$ cat config.mk
export PLATFORM = sky130hd
export DESIGN_NAME = generation_tagged_completion_fence
export DESIGN_NICKNAME = d
export VERILOG_FILES = /design/src/sv/gtcf_pkg.sv /design/src/sv/gtcf_front.sv /design/src/sv/gtcf_queue.sv /design/src/sv/gtcf_back.sv /design/src/sv/generation_tagged_completion_fence.sv
export SDC_FILE = /design/constraint.sdc
export NUM_CORES = 1
export LEC_CHECK = 0
export BUFFER_PORTS_ARGS = -buffer_cell sky130_fd_sc_hd__buf_4
export CAP_MARGIN = 20
export CELL_PAD_IN_SITES_DETAIL_PLACEMENT = 1
export CELL_PAD_IN_SITES_GLOBAL_PLACEMENT = 2
export CORE_UTILIZATION = 33
export CTS_CLUSTER_DIAMETER = 100
export DETAILED_ROUTE_END_ITERATION = 8
export PLACE_DENSITY_LB_ADDON = 0.1
export SETUP_SLACK_MARGIN = 0.4
export SLEW_MARGIN = 20
export SYNTH_ARGS = -nofsm -noshare
export SYNTH_HDL_FRONTEND = slang
export SYNTH_HIERARCHICAL = 1
export SYNTH_SLANG_ARGS = --single-unit
export TNS_END_PERCENT = 1
$ cat constraint.sdc
create_clock -name i_clk -period 5.8 [get_ports i_clk]
set_input_delay 1.16 -clock i_clk [delete_from_list [all_inputs] [get_ports i_clk]]
set_output_delay 1.16 -clock i_clk [all_outputs]
set_load 0.005 [all_outputs]
$ cat src/sv/gtcf_pkg.sv
package gtcf_pkg;

    // Field widths fixed by the command and result formats
    localparam int GEN_W          = 64;
    localparam int DEV_W          = 64;
    localparam int OWNER_FIELD_W  = 16;
    localparam int ERR_W          = 7;
    localparam int APB_ADDR_W     = 4;
    localparam int APB_DATA_W     = 64;

    // Default producer id width and command queue depth
    localparam int OWNER_BITS_DEF = 16;
    localparam int QUEUE_DEPTH    = 2;

    // Register index decoded from paddr[3]
    localparam logic REG_DEVICE_ID      = 1'b0;
    localparam logic REG_START_SIGNALED = 1'b1;

    typedef enum logic [2:0] {
        CMD_QUERY,
        CMD_WAIT,
        CMD_RESET,
        CMD_BIND,
        CMD_UNBIND,
        CMD_SIGNAL,
        CMD_DEVCHK,
        CMD_POLL
    } t_cmd;

    typedef enum logic [2:0] {
        RC_OK,
        RC_INVALID,
        RC_STALE,
        RC_BUSY,
        RC_OVERFLOW,
        RC_PERM,
        RC_BLOCK,
        RC_XDEV
    } t_rc;

    typedef enum logic [1:0] {
        ST_PENDING,
        ST_SIGNALED,
        ST_ERROR
    } t_fstate;

    // Classified request handed from the front to the back
    typedef struct packed {
        t_cmd                     cmd;
        logic [GEN_W-1:0]         gen;
        logic                     gen_zero;
        logic [OWNER_FIELD_W-1:0] owner;
        logic                     owner_zero;
        logic                     s_neg;
        logic [ERR_W-1:0]         status;
        logic                     status_nz;
        logic                     xdev;
        logic                     want_in;
        logic                     want_rdnorm;
    } t_item;

    // Fence re-creation event from a start_signaled write
    typedef struct packed {
        logic recreate;
        logic signaled;
    } t_cfg_evt;

    // Queue status seen by the top level
    typedef struct packed {
        logic valid;
        logic full;
    } t_qstat;

endpackage

$ cat src/sv/gtcf_front.sv
module gtcf_front #(
    parameter int OWNER_BITS = gtcf_pkg::OWNER_BITS_DEF
) (
    input  logic                                   i_valid,
    input  logic [2:0]                             i_cmd,
    input  logic [gtcf_pkg::GEN_W-1:0]             i_gen_req,
    input  logic [gtcf_pkg::OWNER_FIELD_W-1:0]     i_owner_id,
    input  logic signed [7:0]                      i_signal_status,
    input  logic [gtcf_pkg::DEV_W-1:0]             i_device_req,
    input  logic                                   i_want_in,
    input  logic                                   i_want_rdnorm,
    input  logic [gtcf_pkg::DEV_W-1:0]             i_device_id,
    input  logic                                   i_q_full,
    output logic                                   o_ready,
    output logic                                   o_push,
    output gtcf_pkg::t_item                        o_item
);

    localparam int OW = (OWNER_BITS < gtcf_pkg::OWNER_FIELD_W) ?
                        OWNER_BITS : gtcf_pkg::OWNER_FIELD_W;
    localparam logic [gtcf_pkg::OWNER_FIELD_W-1:0] OWNER_MASK =
        {gtcf_pkg::OWNER_FIELD_W{1'b1}} >> (gtcf_pkg::OWNER_FIELD_W - OW);

    logic [gtcf_pkg::OWNER_FIELD_W-1:0] owner_m;

    // Take a request whenever the queue has room
    assign o_ready = !i_q_full;
    assign o_push  = i_valid && !i_q_full;
    assign owner_m = i_owner_id & OWNER_MASK;

    // Classify the input-only checks ahead of the fence logic
    always_comb begin
        o_item.cmd         = gtcf_pkg::t_cmd'(i_cmd);
        o_item.gen         = i_gen_req;
        o_item.gen_zero    = (i_gen_req == '0);
        o_item.owner       = owner_m;
        o_item.owner_zero  = (owner_m == '0);
        o_item.s_neg       = i_signal_status[7];
        o_item.status      = i_signal_status[6:0];
        o_item.status_nz   = (i_signal_status[6:0] != '0);
        o_item.xdev        = (i_device_req != i_device_id);
        o_item.want_in     = i_want_in;
        o_item.want_rdnorm = i_want_rdnorm;
    end

endmodule

$ cat src/sv/gtcf_queue.sv
module gtcf_queue (
    input  logic            i_clk,
    input  logic            i_rst_n,
    input  logic            i_push,
    input  gtcf_pkg::t_item i_item,
    input  logic            i_pop,
    output gtcf_pkg::t_item o_item,
    output gtcf_pkg::t_qstat o_stat
);

    localparam int DEPTH = gtcf_pkg::QUEUE_DEPTH;
    localparam int PTR_W = (DEPTH > 1) ? $clog2(DEPTH) : 1;
    localparam int CNT_W = $clog2(DEPTH + 1);
    localparam logic [PTR_W-1:0] LAST = PTR_W'(DEPTH - 1);
    localparam logic [CNT_W-1:0] FULL = CNT_W'(DEPTH);

    gtcf_pkg::t_item  r_mem [DEPTH];
    logic [PTR_W-1:0] r_wr_ptr;
    logic [PTR_W-1:0] r_rd_ptr;
    logic [CNT_W-1:0] r_count;
    logic [CNT_W-1:0] n_count;
    logic             do_push;
    logic             do_pop;

    assign do_push      = i_push && (r_count != FULL);
    assign do_pop       = i_pop && (r_count != '0);
    assign o_item       = r_mem[r_rd_ptr];
    assign o_stat.valid = (r_count != '0);
    assign o_stat.full  = (r_count == FULL);

    always_comb begin
        n_count = r_count;
        if (do_push && !do_pop) begin
            n_count = r_count + 1'b1;
        end else if (do_pop && !do_push) begin
            n_count = r_count - 1'b1;
        end
    end

    // Store pushed requests
    always_ff @(posedge i_clk) begin
        if (do_push) begin
            r_mem[r_wr_ptr] <= i_item;
        end
    end

    // Advance pointers and count
    always_ff @(posedge i_clk) begin
        if (!i_rst_n) begin
            r_wr_ptr <= '0;
            r_rd_ptr <= '0;
            r_count  <= '0;
        end else begin
            r_count <= n_count;
            if (do_push) begin
                r_wr_ptr <= (r_wr_ptr == LAST) ? '0 : r_wr_ptr + 1'b1;
            end
            if (do_pop) begin
                r_rd_ptr <= (r_rd_ptr == LAST) ? '0 : r_rd_ptr + 1'b1;
            end
        end
    end

endmodule

$ cat src/sv/gtcf_back.sv
module gtcf_back #(
    parameter int OWNER_BITS = gtcf_pkg::OWNER_BITS_DEF
) (
    input  logic                           i_clk,
    input  logic                           i_rst_n,
    input  gtcf_pkg::t_cfg_evt             i_cfg_evt,
    input  gtcf_pkg::t_qstat               i_qstat,
    input  gtcf_pkg::t_item                i_item,
    output logic                           o_pop,
    output logic                           o_valid,
    input  logic                           i_ready,
    output logic [2:0]                     o_result_code,
    output logic [gtcf_pkg::GEN_W-1:0]     o_gen_out,
    output logic [1:0]                     o_state_out,
    output logic [gtcf_pkg::ERR_W-1:0]     o_error_out,
    output logic                           o_ready_in,
    output logic                           o_ready_rdnorm,
    output logic                           o_ready_err
);

    localparam int OW = (OWNER_BITS < gtcf_pkg::OWNER_FIELD_W) ?
                        OWNER_BITS : gtcf_pkg::OWNER_FIELD_W;

    // Fence state
    logic [gtcf_pkg::GEN_W-1:0] r_gen,   n_gen;
    gtcf_pkg::t_fstate          r_state, n_state;
    logic [OW-1:0]              r_owner, n_owner;
    logic [gtcf_pkg::ERR_W-1:0] r_err,   n_err;

    // Result slot
    logic                       r_valid;
    gtcf_pkg::t_rc              r_rc,    n_rc;
    logic [gtcf_pkg::GEN_W-1:0] r_sgen,  n_sgen;
    gtcf_pkg::t_fstate          r_sst,   n_sst;
    logic [gtcf_pkg::ERR_W-1:0] r_serr,  n_serr;
    logic                       r_rin,   n_rin;
    logic                       r_rrd,   n_rrd;
    logic                       r_rerr,  n_rerr;

    logic cur;
    logic pending;
    logic bound;
    logic owner_ok;
    logic gen_max;

    // Pop when the slot is empty or its result leaves this cycle
    assign o_pop    = i_qstat.valid && (!r_valid || i_ready);
    assign cur      = (i_item.gen == r_gen);
    assign pending  = (r_state == gtcf_pkg::ST_PENDING);
    assign bound    = (r_owner != '0);
    assign owner_ok = !i_item.owner_zero && (r_owner == i_item.owner[OW-1:0]);
    assign gen_max  = &r_gen;

    // Check the command in order and form the update
    always_comb begin
        n_gen   = r_gen;
        n_state = r_state;
        n_owner = r_owner;
        n_err   = r_err;
        n_rc    = gtcf_pkg::RC_OK;
        n_sgen  = '0;
        n_sst   = gtcf_pkg::ST_PENDING;
        n_serr  = '0;
        n_rin   = 1'b0;
        n_rrd   = 1'b0;
        n_rerr  = 1'b0;
        case (i_item.cmd)
            gtcf_pkg::CMD_QUERY: begin
                if (!i_item.gen_zero && !cur) begin
                    n_rc = gtcf_pkg::RC_STALE;
                end else begin
                    n_sgen = r_gen;
                    n_sst  = r_state;
                    n_serr = r_err;
                end
            end
            gtcf_pkg::CMD_WAIT: begin
                if (i_item.gen_zero) begin
                    n_rc = gtcf_pkg::RC_INVALID;
                end else if (!cur) begin
                    n_rc = gtcf_pkg::RC_STALE;
                end else if (pending) begin
                    n_rc = gtcf_pkg::RC_BLOCK;
                end else begin
                    n_sgen = r_gen;
                    n_sst  = r_state;
                    n_serr = r_err;
                end
            end
            gtcf_pkg::CMD_RESET: begin
                if (i_item.gen_zero) begin
                    n_rc = gtcf_pkg::RC_INVALID;
                end else if (!cur) begin
                    n_rc = gtcf_pkg::RC_STALE;
                end else if (bound) begin
                    n_rc = gtcf_pkg::RC_BUSY;
                end else if (gen_max) begin
                    n_rc = gtcf_pkg::RC_OVERFLOW;
                end else begin
                    n_gen   = r_gen + 1'b1;
                    n_state = gtcf_pkg::ST_PENDING;
                    n_err   = '0;
                    n_sgen  = r_gen + 1'b1;
                    n_sst   = gtcf_pkg::ST_PENDING;
                end
            end
            gtcf_pkg::CMD_BIND: begin
                if (i_item.owner_zero || i_item.gen_zero) begin
                    n_rc = gtcf_pkg::RC_INVALID;
                end else if (!cur) begin
                    n_rc = gtcf_pkg::RC_STALE;
                end else if (!pending || bound) begin
                    n_rc = gtcf_pkg::RC_BUSY;
                end else begin
                    n_owner = i_item.owner[OW-1:0];
                end
            end
            gtcf_pkg::CMD_UNBIND: begin
                if (!cur) begin
                    n_rc = gtcf_pkg::RC_STALE;
                end else if (!owner_ok) begin
                    n_rc = gtcf_pkg::RC_PERM;
                end else begin
                    n_owner = '0;
                end
            end
            gtcf_pkg::CMD_SIGNAL: begin
                if (i_item.s_neg) begin
                    n_rc = gtcf_pkg::RC_INVALID;
                end else if (!cur) begin
                    n_rc = gtcf_pkg::RC_STALE;
                end else if (!owner_ok) begin
                    n_rc = gtcf_pkg::RC_PERM;
                end else begin
                    n_state = i_item.status_nz ? gtcf_pkg::ST_ERROR : gtcf_pkg::ST_SIGNALED;
                    n_err   = i_item.status;
                    n_owner = '0;
                end
            end
            gtcf_pkg::CMD_DEVCHK: begin
                if (i_item.xdev) begin
                    n_rc = gtcf_pkg::RC_XDEV;
                end
            end
            gtcf_pkg::CMD_POLL: begin
                n_rin  = i_item.want_in && !pending;
                n_rrd  = i_item.want_rdnorm && !pending;
                n_rerr = (r_state == gtcf_pkg::ST_ERROR);
            end
            default: begin
                n_rc = gtcf_pkg::RC_OK;
            end
        endcase
    end

    // Update fence state on each pop; re-create it on a start_signaled write
    always_ff @(posedge i_clk) begin
        if (!i_rst_n) begin
            r_gen   <= gtcf_pkg::GEN_W'(1);
            r_state <= gtcf_pkg::ST_PENDING;
            r_owner <= '0;
            r_err   <= '0;
        end else if (i_cfg_evt.recreate) begin
            r_gen   <= gtcf_pkg::GEN_W'(1);
            r_state <= i_cfg_evt.signaled ? gtcf_pkg::ST_SIGNALED : gtcf_pkg::ST_PENDING;
            r_owner <= '0;
            r_err   <= '0;
        end else if (o_pop) begin
            r_gen   <= n_gen;
            r_state <= n_state;
            r_owner <= n_owner;
            r_err   <= n_err;
        end
    end

    // Track the result slot
    always_ff @(posedge i_clk) begin
        if (!i_rst_n) begin
            r_valid <= 1'b0;
        end else if (o_pop) begin
            r_valid <= 1'b1;
        end else if (i_ready) begin
            r_valid <= 1'b0;
        end
    end

    // Load the result payload
    always_ff @(posedge i_clk) begin
        if (o_pop) begin
            r_rc   <= n_rc;
            r_sgen <= n_sgen;
            r_sst  <= n_sst;
            r_serr <= n_serr;
            r_rin  <= n_rin;
            r_rrd  <= n_rrd;
            r_rerr <= n_rerr;
        end
    end

    assign o_valid        = r_valid;
    assign o_result_code  = r_rc;
    assign o_gen_out      = r_sgen;
    assign o_state_out    = r_sst;
    assign o_error_out    = r_serr;
    assign o_ready_in     = r_rin;
    assign o_ready_rdnorm = r_rrd;
    assign o_ready_err    = r_rerr;

endmodule

$ cat src/sv/generation_tagged_completion_fence.sv
// Channel   | Handshake                      | Payload
// ----------+--------------------------------+--------------------------------------------
// command   | i_cmd_valid / o_cmd_ready      | i_cmd, i_gen_req, i_owner_id, i_signal_status,
//           |                                | i_device_req, i_want_in, i_want_rdnorm
// response  | o_rsp_valid / i_rsp_ready      | o_result_code, o_gen_out, o_state_out,
//           |                                | o_error_out, o_ready_in, o_ready_rdnorm,
//           |                                | o_ready_err
// config    | psel, penable, pwrite, pready  | paddr, pwdata, prdata
//
// One command per cycle sustained while responses are taken; a taken command is registered in the
// two-entry command queue and then in the response register before its response appears.
// The fence update (64-bit generation compare and increment) runs in the single back stage.
// Reset is synchronous and active low; it empties the queue and response slot at once.
// A stalled response holds in its register while the queue keeps taking commands until full.
module generation_tagged_completion_fence #(
    parameter int OWNER_BITS = gtcf_pkg::OWNER_BITS_DEF
) (
    input  logic                                i_clk,
    input  logic                                i_rst_n,
    // command channel
    input  logic                                i_cmd_valid,
    output logic                                o_cmd_ready,
    input  logic [2:0]                          i_cmd,
    input  logic [gtcf_pkg::GEN_W-1:0]          i_gen_req,
    input  logic [gtcf_pkg::OWNER_FIELD_W-1:0]  i_owner_id,
    input  logic signed [7:0]                   i_signal_status,
    input  logic [gtcf_pkg::DEV_W-1:0]          i_device_req,
    input  logic                                i_want_in,
    input  logic                                i_want_rdnorm,
    // response channel
    output logic                                o_rsp_valid,
    input  logic                                i_rsp_ready,
    output logic [2:0]                          o_result_code,
    output logic [gtcf_pkg::GEN_W-1:0]          o_gen_out,
    output logic [1:0]                          o_state_out,
    output logic [gtcf_pkg::ERR_W-1:0]          o_error_out,
    output logic                                o_ready_in,
    output logic                                o_ready_rdnorm,
    output logic                                o_ready_err,
    // configuration port
    input  logic                                psel,
    input  logic                                penable,
    input  logic                                pwrite,
    input  logic [gtcf_pkg::APB_ADDR_W-1:0]     paddr,
    input  logic [gtcf_pkg::APB_DATA_W-1:0]     pwdata,
    output logic [gtcf_pkg::APB_DATA_W-1:0]     prdata,
    output logic                                pready
);

    logic [gtcf_pkg::DEV_W-1:0] r_device_id;
    logic                       r_start_signaled;
    logic                       cfg_wr;
    gtcf_pkg::t_cfg_evt         cfg_evt;
    logic                       q_push;
    logic                       q_pop;
    gtcf_pkg::t_item            front_item;
    gtcf_pkg::t_item            q_item;
    gtcf_pkg::t_qstat           q_stat;

    // Decode register writes
    assign pready           = 1'b1;
    assign cfg_wr           = psel && penable && pwrite;
    assign cfg_evt.recreate = cfg_wr && (paddr[3] == gtcf_pkg::REG_START_SIGNALED);
    assign cfg_evt.signaled = pwdata[0];

    always_ff @(posedge i_clk) begin
        if (!i_rst_n) begin
            r_device_id      <= gtcf_pkg::DEV_W'(1);
            r_start_signaled <= 1'b0;
        end else if (cfg_wr) begin
            if (paddr[3] == gtcf_pkg::REG_DEVICE_ID) begin
                r_device_id <= pwdata;
            end else begin
                r_start_signaled <= pwdata[0];
            end
        end
    end

    // Return register contents on read
    always_comb begin
        if (paddr[3] == gtcf_pkg::REG_DEVICE_ID) begin
            prdata = r_device_id;
        end else begin
            prdata = {{(gtcf_pkg::APB_DATA_W-1){1'b0}}, r_start_signaled};
        end
    end

    gtcf_front #(
        .OWNER_BITS (OWNER_BITS)
    ) u_front (
        .i_valid         (i_cmd_valid),
        .i_cmd           (i_cmd),
        .i_gen_req       (i_gen_req),
        .i_owner_id      (i_owner_id),
        .i_signal_status (i_signal_status),
        .i_device_req    (i_device_req),
        .i_want_in       (i_want_in),
        .i_want_rdnorm   (i_want_rdnorm),
        .i_device_id     (r_device_id),
        .i_q_full        (q_stat.full),
        .o_ready         (o_cmd_ready),
        .o_push          (q_push),
        .o_item          (front_item)
    );

    gtcf_queue u_queue (
        .i_clk   (i_clk),
        .i_rst_n (i_rst_n),
        .i_push  (q_push),
        .i_item  (front_item),
        .i_pop   (q_pop),
        .o_item  (q_item),
        .o_stat  (q_stat)
    );

    gtcf_back #(
        .OWNER_BITS (OWNER_BITS)
    ) u_back (
        .i_clk          (i_clk),
        .i_rst_n        (i_rst_n),
        .i_cfg_evt      (cfg_evt),
        .i_qstat        (q_stat),
        .i_item         (q_item),
        .o_pop          (q_pop),
        .o_valid        (o_rsp_valid),
        .i_ready        (i_rsp_ready),
        .o_result_code  (o_result_code),
        .o_gen_out      (o_gen_out),
        .o_state_out    (o_state_out),
        .o_error_out    (o_error_out),
        .o_ready_in     (o_ready_in),
        .o_ready_rdnorm (o_ready_rdnorm),
        .o_ready_err    (o_ready_err)
    );

`ifndef SYNTHESIS
    // A request into an empty pipe with a free response side passes the queue and the response register to o_rsp_valid
    a_latency: assert property (@(posedge i_clk) disable iff (!i_rst_n)
        (i_cmd_valid && o_cmd_ready && !q_stat.valid && (!o_rsp_valid || i_rsp_ready))
        |=> ##1 o_rsp_valid)
        else $error("response missing two cycles after request into idle pipe");

    // A new response only follows a queued request
    a_rsp_src: assert property (@(posedge i_clk) disable iff (!i_rst_n)
        $rose(o_rsp_valid) |-> $past(q_stat.valid))
        else $error("response raised without a queued request");

    // Reset empties the queue and the response slot
    a_reset: assert property (@(posedge i_clk)
        !i_rst_n |=> (!o_rsp_valid && !q_stat.valid))
        else $error("pipeline not empty after reset");
`endif

endmodule

==> results of run 1 <==
## sequential cells by signal (all words and copies together) (netlist names), 3 cells and up, named ones only
signal                count
u_queue/r_mem           194
u_back/o_gen_out         64
u_back/o_error_out        7
u_back/r_owner           16
r_device_id              64
u_back/r_err              7
u_back/r_gen             64
u_back/o_result_code      3
## layer usage
layer,share of wire,vias up
met1,0.44,7826
met3,0.065,85
met4,0.023,0
li1,-,7546
met2,0.47,371
met5,0,-
## cell families (layout without fill, tap and decap cells)
| family | count (synthesis) | in the layout | share of synthesized area |
|---|---|---|---|
| DFF | 433 | 433 | 0.5255 |
| other | 1 | 5 | 0.0001728 |
| muxes | 170 | 170 | 0.08933 |
| AOI/OAI and AO/OA | 279 | 279 | 0.07082 |
| buffers and inverters | 266 | 552 | 0.07255 |
| adders and majority gates | 2 | 2 | 0.001153 |
| and+or+nand+nor | 682 | 682 | 0.1751 |
| xor gates and xnor gates | 162 | 162 | 0.06540 |
## worst register-to-register path: stages (launching register included)
cell,delay [ns]
dfxtp_4,0.62
buf_4,0.35
mux2_4,0.36
xnor2_1,0.28
nand4_1,0.18
nor4_1,0.35
nand4_1,0.15
buf_4,0.21
buf_4,0.27
a21oi_4,0.61
a21oi_1,0.11
o21ai_0,0.53
## metrics by stage
step,instance area (um2),util,std cells
after floorplan,21700,-,1995
after global placement,24550,0.3795,3040
after detailed placement,24550,0.3795,3040
after CTS,26170,0.4045,3136
after global routing,26180,0.4046,3139
final,26180,0.4046,3140
## area by class of cell
type / count / area (um2)
Timing Repair Buffer: 416 / 3161
Sequential cell: 433 / 11400
Clock buffer: 67 / 1386
Multi-Input combinational cell: 1296 / 8768
Inverter: 40 / 151.4
Clock inverter: 29 / 227.7
Antenna cell: 4 / 10.01
Fill cell: 7179 / 38520
Tap cell: 855 / 1070
## where the power goes
| part | total, mW | internal [mW] | switching [mW] |
|---|---|---|---|
| registers | 4.03 | 3.86 | 0.164 |
| clock network | 3.14 | 1.78 | 1.36 |
| logic | 2.12 | 0.958 | 1.17 |
| total | 9.29 | 6.60 | 2.69 |
## final timing paths
| check | start | to | slack [ns] |
|---|---|---|---|
| worst min register to register | u_back/r_err[2] | u_back/r_err[2] | 0.47 |
| worst min-delay path | u_back/r_err[2] | u_back/r_err[2] | 0.47 |
| worst max register to register | register | u_back/o_gen_out[62] | 1.50 |
| worst max-delay path | register | u_back/o_gen_out[62] | 1.50 |
## placed cells by master, fill, tap and decap left out, drive strengths merged, types with 2 or more instances in the layout
cell,Yosys,final
nor3,34,34
o21ai,113,113
a21boi,3,3
nand3,54,54
nor4,53,53
or2,8,8
or3,90,90
or4,7,7
a21oi,119,119
nand4b,2,2
inv,40,42
and3,17,17
nand2,197,197
xnor2,151,151
nor2,30,30
bufinv,0,2
and4,6,6
xor2,11,11
o31ai,16,16
clkbuf,70,67
ha,2,2
o22ai,2,2
mux2i,71,71
edfxtp,273,273
clkinvlp,0,3
dfxtp,160,160
diode,0,4
buf,156,416
o21bai,3,3
clkinv,0,22
and2,13,13
nand4,70,70
a21o,11,11
nand2b,31,31
nor2b,68,68
mux2,99,99
==> flow_summary_export.csv, run 1 <==
group,metric,value,unit
sta,timing.hold.ws,0.4664,ns
synth,synth_top_area_frac,0.3779,
cts,clock_path_buffers,3,
synth,ys_top_cells_by_count,"edfxtp_1, nand2_1, dfxtp_1",
setup_path,critPathArrivalTime,4.62,ns
grt,met3_usage,0.05194,
sta,slew_violations,0,
route,antenna_left,0,
synth,synth_nets,2229,
setup_path,critPathMostFrequentCell,"buf_4",
synth,synth.most_common_cell,"edfxtp_1",
cts,cts_root_buf,"clkbuf_16",
grt,grt_pass1_vias,16600,
synth,synth_ff_type,"edfxtp_1",
sta,period_needed,4.297,ns
setup_path,crit_fanout,31,
setup_path,start_kind,"register",
route,dr.pass1.iters,5,
sta,setup_viol,0,
setup_path,cp-end-kind,"register",
synth,ys_ff_latch,433,
grt,grt_pass1_wl,105600,um
sta,relSlewSlack,0.3270,
setup_path,slowest_delay,0.62,ns
cts,clkTransAtPathRegs,0.06,ns
grt,busiest_layer,"met2",
grt,grt_max_degree,75,
die,coreArea,64700,um2
cts,cts_setup_buffers,0,
die,row_count,93,
sta,finalCritPeriodShare,0.7409,
die,die_w,258.4,um
synth,synth_area_leader_cell,"edfxtp_1",
grt,grt_overflow,0,
cells_and_area,syn_to_final_growth,20.66,%
power,power.leakage,9.000,nW
grt,grt_use_met1,0.2786,
setup_path,crit_chain,"buf_4 > mux2_4 > xnor2_1 > nand4_1 > nor4_1 > nand4_1 > buf_4 > buf_4 > a21oi_4 > a21oi_1 > o21ai_0",
die,initial_core_util,0.3353,
route,drc,0,
run_status,status,"completed",
placed_design,gp_congestion,0.8119,
cts,cts_sinks,433,
sta,max_freq,232.7,MHz
synth,synth-edff-count,273,
die,dieArea,66770,um2
grt,grt_use_total,0.2091,
synth,synth_area_leaders,"edfxtp_1, dfxtp_1, xnor2_1",
sta,setup_tns,0,ns
synth,avgSynthCellArea,10.88,um2
setup_path,required,6.12,ns
flow_run,cap_violations,0,
setup_path,crit_type,"register to register",
placed_design,pre_cts_slack,1.504,ns
die,die_h,258.4,um
route,viasPerCell,5.041,
synth,seq_area_frac_synth,0.5255,
synth,synth_warnings,6,
sta,rsz0062_at_grt,"false",
worst_hold_path,hold_depth,2,
synth,synth_async_sr_flop_share,0,
sta,fin_skew,0.01494,ns
setup_path,cp_num_buf_inv,3,
cells_and_area,finalNetCount,2472,
placed_design,hpwlAfterDp,52400,um
setup_path,crit_path_top_delay_cell,"dfxtp_4",
grt,grt_antenna_before_repair,3,
route,drt_iter0_markers,960,
route,vias,15830,
power,ir_drop,0.0002184,V
cells_and_area,drive_above_1_share,0.2771,
synth,syn-cell-area,21700,um2
die,ioPinCount,378,
route,wl,70740,um
power,p_per_area,354.9,nW/um2
sta,final-hold-violation-count,0,
setup_path,critPathTopFamily,"compound AO/OA/AOI/OAI gates",
cts,cts_hold_buf,0,
cts,clk_latency,0.61,ns
setup_path,cp.depth,11,
power,power,9.290,mW
cts,cts_buffers,51,
route,wl_per_cell,22.53,um
cts,cts-resized-gates,0,
synth,synthCells,1995,
placed_design,portBuffers,373,
cts,cts_max_level,2,
sta,setup_slack,1.503,ns
sta,tightest_slew,1.010,ns
worst_hold_path,worst_hold_path_type,"register to register",
grt,grt_use_met2,0.3373,
setup_path,r2r_cells,11,
synth,yosysUniqueCellTypes,65,
cts,cts_tree,"yes",
Power figures use the tool's default switching activity.
==> inputs of run 2 (changes only) <==
==> constraint.sdc (replaced) <==
create_clock -name i_clk -period 3.6 [get_ports i_clk]
set_input_delay 0.72 -clock i_clk [delete_from_list [all_inputs] [get_ports i_clk]]
set_output_delay 0.72 -clock i_clk [all_outputs]
set_load 0.005 [all_outputs]
==> flow_summary_export.csv, run 2 (synthesized netlist as in run 1, its figures left out) <==
group,metric,value,unit
run_status,status,"completed",
route,vias,16480,
cells_and_area,finalNetCount,2574,
placed_design,hpwlAfterDp,54170,um
cells_and_area,largest_reg_flops,194,
cts,clk_latency,0.62,ns
power,power,15.76,mW
placed_design,gp_congestion,0.8416,
cells_and_area,stdcell_count,3246,
cells_and_area,nFillCells,7052,
grt,grt_pass1_vias,17380,
sta,slew_violations,0,
grt,grt_antenna_before_repair,14,
die,dieArea,66770,um2
route,drc,0,
setup_path,crit_path_top_delay_cell,"dfxtp_4",
placed_design,pre_cts_slack,-0.1003,ns
die,row_count,93,
sta,final-hold-violation-count,0,
cells_and_area,final_util,0.4264,
setup_path,crit_fanout,11,
cts,cts_root_buf,"clkbuf_16",
worst_hold_path,worst_hold_path_type,"primary input to register",
cts,cts_hold_buf,0,
sta,relSlewSlack,0.5010,
sta,finalCritPeriodShare,0.9247,
cts,cts_buffers,51,
grt,grt_pass1_wl,109900,um
grt,grt_overflow,0,
grt,grt_max_degree,131,
route,dr.pass1.iters,5,
cells_and_area,final_area,27580,um2
route,wl,73680,um
die,die_h,258.4,um
grt,grt_use_total,0.2185,
route,antenna_left,0,
setup_path,cp_num_buf_inv,7,
setup_path,crit_type,"register to register",
sta,setup_viol,0,
sta,fin_skew,0.03179,ns
sta,period_needed,3.329,ns
sta,rsz0062_at_grt,"true",
power,power.leakage,9.733,nW
placed_design,placed_cells,3112,
setup_path,slowest_delay,0.45,ns
die,die_w,258.4,um
placed_design,post_dp_cell_area,25260,um2
setup_path,start_kind,"register",
placed_design,portBuffers,373,
setup_path,critPathTopFamily,"buffers and inverters",
cells_and_area,final_common_cell,"buf_4",
power,ir_drop,0.0003644,V
cells_and_area,top_register,"u_queue/r_mem",
cts,clock_path_buffers,3,
cts,clkTransAtPathRegs,0.06,ns
sta,tightest_slew,0.7431,ns
setup_path,required,3.98,ns
setup_path,cp-end-kind,"register",
route,wl_per_cell,22.70,um
cells_and_area,final_cell_mix,"buf_4, edfxtp_1, nand2_1, dfxtp_1, xnor2_1",
cells_and_area,drive_above_1_share,0.3178,
cts,cts_max_level,2,
sta,setup_tns,0,ns
cts,cts_sinks,433,
route,drt_iter0_markers,810,
setup_path,crit_chain,"buf_12 > mux2_2 > xnor2_1 > nand4_1 > nor4_2 > nand4_1 > buf_6 > buf_6 > buf_12 > a21oi_4 > buf_12 > buf_12 > buf_16 > o21ai_0 > o31ai_1",
setup_path,critPathMostFrequentCell,"buf_12",
die,initial_core_util,0.3353,
cells_and_area,syn_to_final_growth,27.14,%
power,p_per_area,571.5,nW/um2
flow_run,cap_violations,0,
cts,cts_tree,"yes",
sta,timing.hold.ws,0.2949,ns
die,coreArea,64700,um2
sta,setup_slack,0.2710,ns
route,viasPerCell,5.076,
setup_path,critPathArrivalTime,3.71,ns
die,ioPinCount,378,
sta,max_freq,300.4,MHz
==> run 2: changes by cell type in the layout (fill, tap and decap cells not counted), sizes merged, moves of 2 or more <==
cell,change
bufinv,+2
clkinvlp,+3
clkinv,-2
diode,+5
buf,+101
clkbuf,-3
==> run 2: timing repair <==
| action | 4_1_cts | 5_1_grt |
|---|---|---|
| setup buffers | 23 | 0 |
| gates resized for setup | 49 | 2 |
| pin swaps | 8 | 1 |
| cloned | 7 | 0 |
| setup endpoints to repair | 162 | 161 |
==> run 2: worst paths after layout <==
check / startpoint / endpoint / slack [ns] / depth (start not counted)
max: register / u_back/o_gen_out[13] / 0.27 / 15
min reg2reg: r_start_signaled / r_start_signaled / 0.46 / 2
max reg2reg: register / u_back/o_gen_out[13] / 0.27 / 15
min: i_cmd[2] / u_queue/r_mem[0][96] / 0.29 / 1
==> run 2: metal layers <==
metal | GRT usage | wire (um)
met3 | 0.05389 | 5026
met1 | 0.2862 | 32150
met2 | 0.3502 | 34370
met5 | 0 | 13
met4 | 0.07610 | 2118
==> run 2: power by group <==
| group | internal (mW) | switching, mW |
|---|---|---|
| logic | 1.95 | 2.08 |
| registers | 6.21 | 0.235 |
| clock network | 3.06 | 2.23 |
==> run 2: area by class of cell <==
| class | instances | area, um2 | share of cell area |
|---|---|---|---|
| clock inverters | 31 | 311.5 | 0.01129 |
| well taps | 855 | 1070 | 0.03878 |
| multi-input cells | 1296 | 8862 | 0.3213 |
| diodes | 9 | 22.52 | 0.0008165 |
| inverters | 40 | 153.9 | 0.005579 |
| clock buffers | 64 | 1396 | 0.05062 |
| repair buffers | 518 | 4363 | 0.1582 |
| flip-flops and latches | 433 | 11400 | 0.4135 |
==> inputs of run 3 (changes only) <==
--- a/config.mk
+++ b/config.mk
@@ -8,8 +8,8 @@
 export BUFFER_PORTS_ARGS = -buffer_cell sky130_fd_sc_hd__buf_4
 export CAP_MARGIN = 20
 export CELL_PAD_IN_SITES_DETAIL_PLACEMENT = 1
-export CELL_PAD_IN_SITES_GLOBAL_PLACEMENT = 2
-export CORE_UTILIZATION = 33
+export CELL_PAD_IN_SITES_GLOBAL_PLACEMENT = 1
+export CORE_UTILIZATION = 40
 export CTS_CLUSTER_DIAMETER = 100
 export DETAILED_ROUTE_END_ITERATION = 8
 export PLACE_DENSITY_LB_ADDON = 0.1
==> flow_summary_export.csv, run 3 (synthesized netlist as in run 1, its figures left out) <==
group,metric,value,unit
cts,clock_path_buffers,3,
worst_hold_path,hp-start,"i_cmd[0]",
placed_design,post_dp_cell_area,24920,um2
flow_run,cap_violations,0,
grt,grt_use_met2,0.3824,
sta,setup_viol,0,
setup_path,crit_type,"register to register",
cells_and_area,finalNetCount,2570,
cts,cts_tree,"yes",
grt,grt_use_total,0.2440,
route,dr.pass1.iters,5,
cells_and_area,final_common_cell,"buf_4",
setup_path,start_kind,"register",
grt,grt_use_met1,0.3368,
cts,cts_max_level,2,
setup_path,r2r_cells,13,
cts,cts_sinks,433,
route,wl,70940,um
power,ir_drop,0.0004088,V
setup_path,cp-end-kind,"register",
die,ioPinCount,378,
power,power_frac_comb,0.256,
route,antenna_left,0,
sta,rsz0062_at_grt,"true",
cts,cts_root_buf,"clkbuf_16",
cells_and_area,final_cell_mix,"buf_4, edfxtp_1, nand2_1, dfxtp_1, xnor2_1",
power,switching_share,0.2875,
route,drc,0,
cells_and_area,stdcell_count,3071,
worst_hold_path,hold_depth,1,
route,wl_per_cell,23.10,um
grt,grt_max_degree,81,
worst_hold_path,worst_hold_path_type,"primary input to register",
route,vias,16560,
placed_design,placed_cells,2934,
placed_design,gp_congestion,0.9100,
cts,clkTransAtPathRegs,0.06,ns
grt,grt_overflow,0,
grt,grt_pass1_vias,16760,
route,viasPerCell,5.393,
setup_path,crit_fanout,8,
grt,busiest_layer,"met2",
sta,relSlewSlack,0.4453,
sta,max_freq,295.1,MHz
die,coreArea,53080,um2
placed_design,pre_cts_slack,-0.1529,ns
die,dieArea,55180,um2
cts,cts_hold_buf,0,
power,switching_power,4.502,mW
sta,final-hold-violation-count,0,
placed_design,portBuffers,373,
cells_and_area,final_area,27410,um2
power,pwr-share-seq,0.412,
sta,tightest_slew,0.8320,ns
sta,fin_skew,0.03996,ns
power,p_per_area,571.2,nW/um2
cts,cts_buffers,49,
die,initial_core_util,0.4088,
power,power.leakage,9.754,nW
sta,finalCritPeriodShare,0.9414,
setup_path,r2r_setup_slack,0.21,ns
die,row_count,84,
route,drt_iter0_markers,1141,
grt,grt_antenna_before_repair,7,
cts,clk_latency,0.62,ns
worst_hold_path,min_delay_worst_endpoint,"u_queue/r_mem[1][94]",
cells_and_area,largest_reg_flops,194,
sta,period_needed,3.389,ns
sta,slew_violations,0,
die,die_w,234.9,um
power,p_int,11.15,mW
cells_and_area,top_register,"u_queue/r_mem",
grt,grt_pass1_wl,103100,um
setup_path,r2r-end,"u_back/r_gen[19]",
cells_and_area,nFillCells,5727,
sta,setup_slack,0.2111,ns
setup_path,critPathArrivalTime,3.91,ns
cells_and_area,drive_above_1_share,0.3185,
power,power,15.66,mW
cells_and_area,syn_to_final_growth,26.33,%
setup_path,required,4.12,ns
die,die_h,234.9,um
grt,met3_usage,0.05157,
placed_design,hpwlAfterDp,50440,um
power,clock_power_share,0.332,
run_status,status,"completed",
[run 3: cell types whose count changed in the layout (fill, tap and decap cells not counted), sizes merged]
cell and change:
buf -17, bufbuf -1, bufinv +2, clkbuf +14, clkinv -5, clkinvlp -2
diode -3, inv +2, or3 +2
[run 3: repair_timing]
action | CTS | global route
endpoints found under the setup margin | 161 | 161
resized for setup | 23 | 37
cloned | 0 | 16
pin swaps | 4 | 14
setup buffers | 10 | 13
hold endpoints to repair | 0 | 0
[run 3: per-layer routing]
| metal | part of all wire | vias up | routed length [um] |
|---|---|---|---|
| met5 | 0 | - | 0 |
| met4 | 0.027 | 0 | 1936 |
| met1 | 0.45 | 8199 | 32130 |
| met2 | 0.46 | 489 | 32490 |
| met3 | 0.062 | 103 | 4387 |
| li1 | - | 7771 | - |
[run 3: worst max-delay path: stages (launching register included)]
cell	delay [ns]
dfxtp_4	0.36
buf_12	0.14
clkbuf_16	0.16
buf_4	0.15
mux2_4	0.30
xnor2_1	0.32
nand4_1	0.13
nor4_1	0.20
nand4_1	0.21
buf_6	0.20
or3_4	0.44
clkbuf_16	0.20
or3_1	0.32
a21oi_2	0.15
[run 3: area by class of cell]
| cell class | instances | area, um2 | share of cell area |
|---|---|---|---|
| Multi-Input combinational cell | 1298 | 8910 | 0.3251 |
| Tap cell | 688 | 860.8 | 0.03141 |
| Clock buffer | 64 | 1313 | 0.04789 |
| Antenna cell | 6 | 15.01 | 0.0005478 |
| Timing Repair Buffer | 514 | 4400 | 0.1606 |
| Clock inverter | 28 | 350.3 | 0.01278 |
| Sequential cell | 433 | 11400 | 0.4161 |
| Inverter | 40 | 153.9 | 0.005615 |
[run 3: how the worst max path moves through the flow]
stage,to
after CTS,u_back/o_gen_out[63]
after floorplan,u_queue/r_mem[0][0]
after global placement,u_back/o_gen_out[62]
after detailed placement,u_back/o_gen_out[62]
final,u_back/r_gen[19]
after global routing,u_back/r_gen[19]
[run 3: through the flow]
stage	setup TNS, ns	utilization	hold slack (ns)
finish	0	0.5164	0.2937
global route	0	0.5163	0.2570
CTS	0	0.5042	0.2499
detailed placement	-0.3518	0.4695	0.4570
global placement	-0.1108	0.4695	0.4503
floorplan	-6.637	-	0.4313
[run 3: power by group through the flow]
stage                     Sequential (mW)  Clock [mW]  Combinational, mW
after floorplan                      6.56           0               2.12
after global placement               6.54           0               3.59
after detailed placement             6.58           0               3.66
after CTS                            6.48        5.31               3.78
after global routing                 6.51        5.52               4.28
final                                6.45        5.20               4.01
